<file path="src/rsg_pkg.sv">
// Package for the replacement-selection run generator.
// Holds sizes, payload structs, the cell control bundle and the sequencer states.
// No dependencies.
package rsg_pkg;

    localparam int TREE_LEVELS = 2;
    localparam int LEAVES      = 1 << TREE_LEVELS;
    localparam int IDX_W       = (TREE_LEVELS > 0) ? TREE_LEVELS : 1;
    localparam int CNT_W       = TREE_LEVELS + 1;
    localparam int VAL_W       = 16;

    typedef struct packed {
        logic [VAL_W-1:0] record_value;
        logic             end_of_data;
    } rsg_in_t;

    typedef struct packed {
        logic [VAL_W-1:0] out_value;
        logic             run_end;
        logic             last_of_burst;
    } rsg_out_t;

    // Running selection handed from cell to cell along the row
    typedef struct packed {
        logic             found;
        logic [VAL_W-1:0] value;
        logic [IDX_W-1:0] idx;
    } rsg_best_t;

    // Broadcast control from the sequencer to every cell
    typedef struct packed {
        logic             load;
        logic             kill;
        logic             freeze;
        logic             thaw;
        logic             wipe;
        logic [IDX_W-1:0] sel_idx;
        logic [VAL_W-1:0] rec_value;
        logic [VAL_W-1:0] last_value;
        logic             run_open;
    } rsg_cell_ctl_t;

    typedef enum logic [1:0] {
        RSG_IDLE,
        RSG_PICK,
        RSG_DRAIN
    } rsg_state_t;

endpackage

</file>
<file path="src/replacement_selection_run_generator.sv">
// Top level of the replacement-selection run generator.
// Depends on rsg_pkg and rsg_cell.
//
// Usage:
//   s_ channel takes one record transaction {record_value, end_of_data}.
//   m_ channel gives result transactions {out_value, run_end, last_of_burst}.
//   The first LEAVES records only fill the row of cells and give no result.
//   Each later record emits the smallest live entry above the last output
//   (or any entry at the start of a run) and takes that entry's cell; all
//   entries that cannot extend the run are frozen in the same cycle. When
//   every entry is frozen, all thaw and a run-end marker (value zero) is sent.
//   A record with end_of_data set is placed first, then the whole store is
//   drained in sorted runs, closed by a final run-end marker; the block is
//   then back in its reset state.
// Timing: a fill record is written into its cell as it is accepted; a
//   replacement is accepted, then takes one selection step through the cell
//   row; a run-end marker takes a step of its own. A drain emits one result
//   per cycle unless stalled; its last step sends the final run-end marker
//   and empties the store. Each selection step ripples through the LEAVES cells.
// Reset: aresetn low for one edge empties the store and clears the run.
// Stall: results sit in one output register; while it is full and m_ready is
//   low the sequencer holds, and s_ready stays low until the record is done.
module replacement_selection_run_generator (
    input  logic              aclk,
    input  logic              aresetn,
    input  logic              s_valid,
    output logic              s_ready,
    input  rsg_pkg::rsg_in_t  s_data,
    output logic              m_valid,
    input  logic              m_ready,
    output rsg_pkg::rsg_out_t m_data
);
    import rsg_pkg::*;

    rsg_state_t       state_reg, state_next;
    logic [VAL_W-1:0] rec_reg, rec_next;
    logic             eod_reg, eod_next;
    logic [CNT_W-1:0] fill_count_reg, fill_next;
    logic [VAL_W-1:0] last_emitted_reg, last_next;
    logic             run_open_reg, run_open_next;
    rsg_out_t         m_data_reg;
    logic             m_valid_reg;

    rsg_cell_ctl_t    ctl;
    rsg_best_t        best [LEAVES+1];
    logic [LEAVES-1:0] live_vec;
    logic             fill_full;
    logic             step_ok;
    logic             any_live;
    logic             emit;
    rsg_out_t         emit_data;

    // Row of cells; the running minimum ripples from cell 0 upward
    assign best[0] = '0;

    genvar gi;
    generate
        for (gi = 0; gi < LEAVES; gi++) begin : g_cell
            rsg_cell u_cell (
                .aclk     (aclk),
                .aresetn  (aresetn),
                .cell_idx (IDX_W'(gi)),
                .ctl      (ctl),
                .best_in  (best[gi]),
                .best_out (best[gi+1]),
                .live_out (live_vec[gi])
            );
        end
    endgenerate

    assign fill_full = (fill_count_reg >= CNT_W'(LEAVES));
    assign step_ok   = !m_valid_reg || m_ready;
    assign any_live  = |live_vec;

    // Next state
    always_comb begin
        state_next = state_reg;
        case (state_reg)
            RSG_IDLE: begin
                if (s_valid) begin
                    if (!fill_full) begin
                        state_next = s_data.end_of_data ? RSG_DRAIN : RSG_IDLE;
                    end else begin
                        state_next = RSG_PICK;
                    end
                end
            end
            RSG_PICK: begin
                if (step_ok && best[LEAVES].found) begin
                    state_next = eod_reg ? RSG_DRAIN : RSG_IDLE;
                end
            end
            RSG_DRAIN: begin
                if (step_ok && !best[LEAVES].found && !any_live) begin
                    state_next = RSG_IDLE;
                end
            end
            default: state_next = RSG_IDLE;
        endcase
    end

    // Outputs and datapath control
    always_comb begin
        ctl            = '0;
        ctl.rec_value  = rec_reg;
        ctl.last_value = last_emitted_reg;
        ctl.run_open   = run_open_reg;
        s_ready        = (state_reg == RSG_IDLE);
        emit           = 1'b0;
        emit_data      = '0;
        rec_next       = rec_reg;
        eod_next       = eod_reg;
        fill_next      = fill_count_reg;
        last_next      = last_emitted_reg;
        run_open_next  = run_open_reg;
        case (state_reg)
            RSG_IDLE: begin
                if (s_valid) begin
                    rec_next = s_data.record_value;
                    eod_next = s_data.end_of_data;
                    if (!fill_full) begin
                        // fill phase: drop the record straight into the next cell
                        ctl.load      = 1'b1;
                        ctl.sel_idx   = fill_count_reg[IDX_W-1:0];
                        ctl.rec_value = s_data.record_value;
                        fill_next     = fill_count_reg + CNT_W'(1);
                    end
                end
            end
            RSG_PICK: begin
                if (step_ok) begin
                    if (best[LEAVES].found) begin
                        // emit the winner and put the new record in its cell
                        emit                    = 1'b1;
                        emit_data.out_value     = best[LEAVES].value;
                        emit_data.last_of_burst = !eod_reg;
                        ctl.freeze              = 1'b1;
                        ctl.load                = 1'b1;
                        ctl.sel_idx             = best[LEAVES].idx;
                        last_next               = best[LEAVES].value;
                        run_open_next           = 1'b1;
                    end else begin
                        // everything frozen: close the run and thaw
                        emit              = 1'b1;
                        emit_data.run_end = 1'b1;
                        ctl.thaw          = 1'b1;
                        last_next         = '0;
                        run_open_next     = 1'b0;
                    end
                end
            end
            RSG_DRAIN: begin
                if (step_ok) begin
                    if (best[LEAVES].found) begin
                        emit                = 1'b1;
                        emit_data.out_value = best[LEAVES].value;
                        ctl.freeze          = 1'b1;
                        ctl.kill            = 1'b1;
                        ctl.sel_idx         = best[LEAVES].idx;
                        last_next           = best[LEAVES].value;
                        run_open_next       = 1'b1;
                    end else if (any_live) begin
                        emit              = 1'b1;
                        emit_data.run_end = 1'b1;
                        ctl.thaw          = 1'b1;
                        last_next         = '0;
                        run_open_next     = 1'b0;
                    end else begin
                        // store empty: close the last run and return to reset state
                        if (run_open_reg) begin
                            emit                    = 1'b1;
                            emit_data.run_end       = 1'b1;
                            emit_data.last_of_burst = 1'b1;
                        end
                        ctl.wipe      = 1'b1;
                        fill_next     = '0;
                        last_next     = '0;
                        run_open_next = 1'b0;
                    end
                end
            end
            default: begin
                ctl = '0;
            end
        endcase
    end

    always_ff @(posedge aclk) begin
        rec_reg <= rec_next;
        eod_reg <= eod_next;
        if (emit) begin
            m_data_reg <= emit_data;
        end
        if (!aresetn) begin
            state_reg        <= RSG_IDLE;
            fill_count_reg   <= '0;
            last_emitted_reg <= '0;
            run_open_reg     <= 1'b0;
            m_valid_reg      <= 1'b0;
        end else begin
            state_reg        <= state_next;
            fill_count_reg   <= fill_next;
            last_emitted_reg <= last_next;
            run_open_reg     <= run_open_next;
            if (emit) begin
                m_valid_reg <= 1'b1;
            end else if (m_ready) begin
                m_valid_reg <= 1'b0;
            end
        end
    end

    assign m_valid = m_valid_reg;
    assign m_data  = m_data_reg;

    // A result is produced only when the output register can take it
    a_emit_slot_free: assert property (@(posedge aclk) disable iff (!aresetn)
        emit |-> (!m_valid_reg || m_ready))
        else $error("result produced while output register is occupied");

    // Replacement only happens with a full store
    a_pick_store_full: assert property (@(posedge aclk) disable iff (!aresetn)
        (state_reg == RSG_PICK) |-> (fill_full && (&live_vec)))
        else $error("replacement step with a partly filled store");

    a_fill_bound: assert property (@(posedge aclk) disable iff (!aresetn)
        fill_count_reg <= CNT_W'(LEAVES))
        else $error("fill count beyond store size");

    // Closing a drain leaves the block as after reset
    a_drain_clears: assert property (@(posedge aclk) disable iff (!aresetn)
        ctl.wipe |=> (fill_count_reg == '0 && live_vec == '0 && !run_open_reg
                      && state_reg == RSG_IDLE))
        else $error("drain did not return the block to its reset state");

    a_marker_zero: assert property (@(posedge aclk) disable iff (!aresetn)
        (m_valid_reg && m_data_reg.run_end) |-> (m_data_reg.out_value == '0))
        else $error("run-end marker carries a nonzero value");

endmodule

</file>
<file path="src/rsg_cell.sv">
// One store cell: a record, its frozen bit and its live bit.
// Takes the running minimum from its left neighbor and hands it on.
// Depends on rsg_pkg.
module rsg_cell (
    input  logic                  aclk,
    input  logic                  aresetn,
    input  logic [rsg_pkg::IDX_W-1:0] cell_idx,
    input  rsg_pkg::rsg_cell_ctl_t ctl,
    input  rsg_pkg::rsg_best_t    best_in,
    output rsg_pkg::rsg_best_t    best_out,
    output logic                  live_out
);
    import rsg_pkg::*;

    logic [VAL_W-1:0] value_reg, value_next;
    logic             frozen_reg, frozen_next;
    logic             live_reg, live_next;
    logic             cand;
    logic             take;
    logic             sel;

    always_comb begin
        cand = live_reg && !frozen_reg && (!ctl.run_open || (value_reg > ctl.last_value));
        take = cand && (!best_in.found || (value_reg < best_in.value));
        sel  = (cell_idx == ctl.sel_idx);
        if (take) begin
            best_out.found = 1'b1;
            best_out.value = value_reg;
            best_out.idx   = cell_idx;
        end else begin
            best_out = best_in;
        end
    end

    always_comb begin
        value_next  = value_reg;
        frozen_next = frozen_reg;
        live_next   = live_reg;
        if (ctl.wipe) begin
            live_next   = 1'b0;
            frozen_next = 1'b0;
        end
        if (ctl.thaw) begin
            frozen_next = 1'b0;
        end
        // freeze every live entry that cannot extend the current run
        if (ctl.freeze && live_reg && !frozen_reg && !cand) begin
            frozen_next = 1'b1;
        end
        if (ctl.load && sel) begin
            value_next  = ctl.rec_value;
            frozen_next = 1'b0;
            live_next   = 1'b1;
        end
        if (ctl.kill && sel) begin
            live_next = 1'b0;
        end
    end

    always_ff @(posedge aclk) begin
        value_reg <= value_next;
        if (!aresetn) begin
            frozen_reg <= 1'b0;
            live_reg   <= 1'b0;
        end else begin
            frozen_reg <= frozen_next;
            live_reg   <= live_next;
        end
    end

    assign live_out = live_reg;

endmodule

</file>
<file path="config.mk">
export PLATFORM = sky130hd
export DESIGN_NAME = replacement_selection_run_generator
export DESIGN_NICKNAME = d
export VERILOG_FILES = /design/src/rsg_pkg.sv /design/src/replacement_selection_run_generator.sv /design/src/rsg_cell.sv
export SDC_FILE = /design/constraint.sdc
export NUM_CORES = 1
export LEC_CHECK = 0
export BUFFER_PORTS_ARGS = -buffer_cell sky130_fd_sc_hd__buf_2
export CAP_MARGIN = 25
export CORE_MARGIN = 4
export CORE_UTILIZATION = 41
export DETAILED_ROUTE_END_ITERATION = 10
export HOLD_SLACK_MARGIN = 0.12
export PLACE_DENSITY = 0.67
export RECOVER_POWER = 50
export SLEW_MARGIN = 30
export SYNTH_ARGS = -nofsm -noshare
export SYNTH_HDL_FRONTEND = slang
export SYNTH_HIERARCHICAL = 1
export SYNTH_SLANG_ARGS = --single-unit
</file>
<file path="constraint.sdc">
create_clock -name aclk -period 9 [get_ports aclk]
set_clock_uncertainty 0.2 [all_clocks]
set_input_delay 2.7 -clock aclk [delete_from_list [all_inputs] [get_ports aclk]]
set_output_delay 2.7 -clock aclk [all_outputs]
set_load 0.01 [all_outputs]
</file>
==> impl_results.md <==
* Worst-Skew Late Latency at 0.43 ns
* Global-route wire length before repair at 41900 µm
* Initial Utilization at 0.421
* Pin count of the biggest net entering global routing at 33
* Clk slew on worst S/H paths at 0.06 ns
* Die Y at 161 µm
* Max clock buf depth at 2
* LEAKAGE at 0.00524 µW
* Worst Setup End Kind: flip-flop
* Netlist cell types at 50
* IO Pins at 41
* Inserted Clock Buffers at 17
* Maximum clock rate at 106 MHz
* Failing checks: negative setup slack
* Post-synth ARST share at 0
* Cells after Synth at 937
* Switch share at 0.325
* DRC violations left at 0
* Vias in the first global route at 7986
* Endpoints failing setup at 72
* Syn Std Cell Area at 9620 µm²
* Final net count at 1316
* Area Overhead vs Synth at 33.5%
* DP HPWL at 19500 µm
* Final period util at 1.05
* DR vias/cell at 5.25
* RSZ-0062 raised after global routing: yes
* Status: complete, but fails checks
* Critical Path RT at 8.95 ns
* Row cnt at 55
* CP Launch Point: state_reg[1]
* Ant. Diodes at 0
* Synth Flop Type: edfxtp_1
* Crit-path max FO at 8
* Max cap viols at 0
* Power density cells at 186 nW/µm²
* Initial antenna violation count at 0
* Worst setup margin at -0.443 ns
* Antenna-violating nets left at 0
* CTS H-tree lvls at 4
* Number of DRC markers in iteration 0 at 424
* Worst setup slack after placement at -0.774 ns
* Seq cells post-synth at 130
* Chip Width at 161 µm
* Max reg flops at 64
* Min-Delay Path Class: reg -> reg
* Share of total power in the clock network at 0.317
* CP Launch Type: flip-flop
* Yosys synthesis warning count at 6
* Final Hold Vio Count at 0
* Switching power at 776 µW
* Root Buffer: clkbuf_16
* Comb pwr share at 0.367
* DR WL/cell at 18.4 µm
* Crit path max-delay family: buffers and inverters
* Slew Limit Fails at 0
* Mean post-synth cell area at 10.3 µm²
* WP buf/inv at 23
* Cells after DPL at 1409
* CTS tree: done
* Final Critical Period at 9.44 ns
* WP data arrival at 9.40 ns
* Delay of the slowest critical-path stage at 0.37 ns
* Power Internal at 1610 µW
* End-of-flow core utilization at 0.562
* Share of layout cells above drive strength 1 at 0.326
* Rel. slew slack at 0.394
* Sequential power share at 0.317
* Fin cells at 1491
* Via count at 7831
* Die area at 26000 µm²
* Sequential area share after synthesis at 0.374
* Post-Layout Inst Area at 12800 µm²
* Gpl congestion at 0.911
* GRT Total Usage at 0.207
* EDFF count, synth at 99
* Crit path top cell by count: buf_4
* IO buf count at 40
* Overflow after GRT at 0
* Clock Sinks at 130
* Critical path class: reg -> reg
* DR pass1 iterations at 5
* Hold Crit Start: g_cell[3].u_cell/frozen_reg
* Maximum vdd ir drop at 0.146 mV
* R2r startpoint: state_reg[1]
* Worst-Margin Slew at 0.910 ns
* Core area at 22800 µm²
* Post-Route WL at 27400 µm
* Placed Instance Area at 11100 µm²
* CP max-delay cell: a2111o_1
==> area by class of cell <==
cell class                 instances  area (µm²)
fill                            1913       10000
multi-input combinational        687        6200
sequential                       130        3600
timing repair buffer             179        1410
inverter                         150         591
clock buffer                      22         539
tap                              313         392
clock inverter                    10         113
==> repair_timing <==
| action | 4_1_cts | 5_1_grt |
|---|---|---|
| hold buffers | 0 | 0 |
| setup buffers | 48 | 7 |
| setup endpoints to repair | 104 | 104 |
| gates cloned | 1 | 1 |
| gates resized for setup | 110 | 55 |
| pin swaps | 46 | 24 |
==> layout by cell type, fill, tap and decap left out, types with 7 or more instances in the layout <==
cell type  instances
inv_1            122
buf_4            108
edfxtp_1          99
ha_1              95
nand2_1           63
conb_1            52
mux2_4            50
a21oi_1           49
nor2_1            40
clkbuf_1          34
ha_4              32
dfxtp_1           29
nand4_1           26
mux2_2            23
clkbuf_16         23
and2_1            21
o21ai_0           21
nor2b_1           20
a21boi_0          20
buf_6             20
inv_2             19
nand3_1           17
a22oi_1           16
a21oi_2            9
nor3_1             8
nand2_2            8
a2111o_1           8
nand2b_1           7
and3_1             7
==> cell usage after synthesis (all sizes together) (5+ instances only) <==
library cell	n	area [µm²]
nand2b	11	98.8
nor2b	22	138
a22oi	16	120
dfxtp	31	621
edfxtp	99	2970
o21ai	31	155
nor3	9	45.0
mux2	73	972
ha	130	1630
nand4	30	213
a2111o	8	90.1
buf	6	53.8
and3	7	43.8
clkbuf	14	52.6
a21boi	20	150
nand3	21	155
a21oi	61	305
nor4	5	56.3
o311ai	5	114
nand2	72	270
a21o	5	37.5
xor2	8	70.1
and2	22	138
nor2	42	158
inv	150	563
==> worst min-delay path, cell delays in order, from the launching register on <==
cell     delay, ns
dfxtp_1       0.31
nand2_1       0.05
a21oi_1       0.05
==> through the flow <==
step | hold WS, ns | total power, µW | setup TNS, ns
2_1_floorplan | 0.222 | 1230 | 0
3_3_place_gp | 0.231 | 1450 | -45.24
3_5_place_dp | 0.235 | 1460 | -54.24
4_1_cts | 0.242 | 2320 | -9.10
5_1_grt | 0.276 | 2500 | -55.35
6_report | 0.247 | 2390 | -28.81
==> cell families after synthesis <==
family / share of synthesized area
other cells: 0.000781
xor+xnor: 0.00729
simple gates: 0.139
compound gates: 0.139
flops: 0.374
fa+ha+maj: 0.169
buf+inv: 0.0696
mux: 0.101
==> metal layers <==
metal  part of all wire  track usage  wire, µm  vias up
met1               0.42        0.243     11400     3790
met2               0.50        0.371     13800      216
met4              0.044       0.0977      1200        0
met5                  0            0         0        -
li1                   -            -         -     3750
met3              0.036       0.0311       988       75
==> final timing paths <==
check | slack [ns] | endpoint | cells after the start
worst max-delay path | -0.44 | g_cell[0].u_cell/value_reg[15] | 52
worst min-delay path | 0.25 | g_cell[3].u_cell/frozen_reg | 2
worst max register to register | -0.44 | g_cell[0].u_cell/value_reg[15] | 52
worst min register to register | 0.25 | g_cell[3].u_cell/frozen_reg | 2
==> power by group through the flow <==
stage	sequential (µW)	combinational (µW)	clock (µW)
finish	755	875	756
CTS	753	811	758
detailed placement	761	702	0
floorplan	752	473	0
global route	760	948	788
global placement	760	686	0
Power figures use the tool's default switching activity.
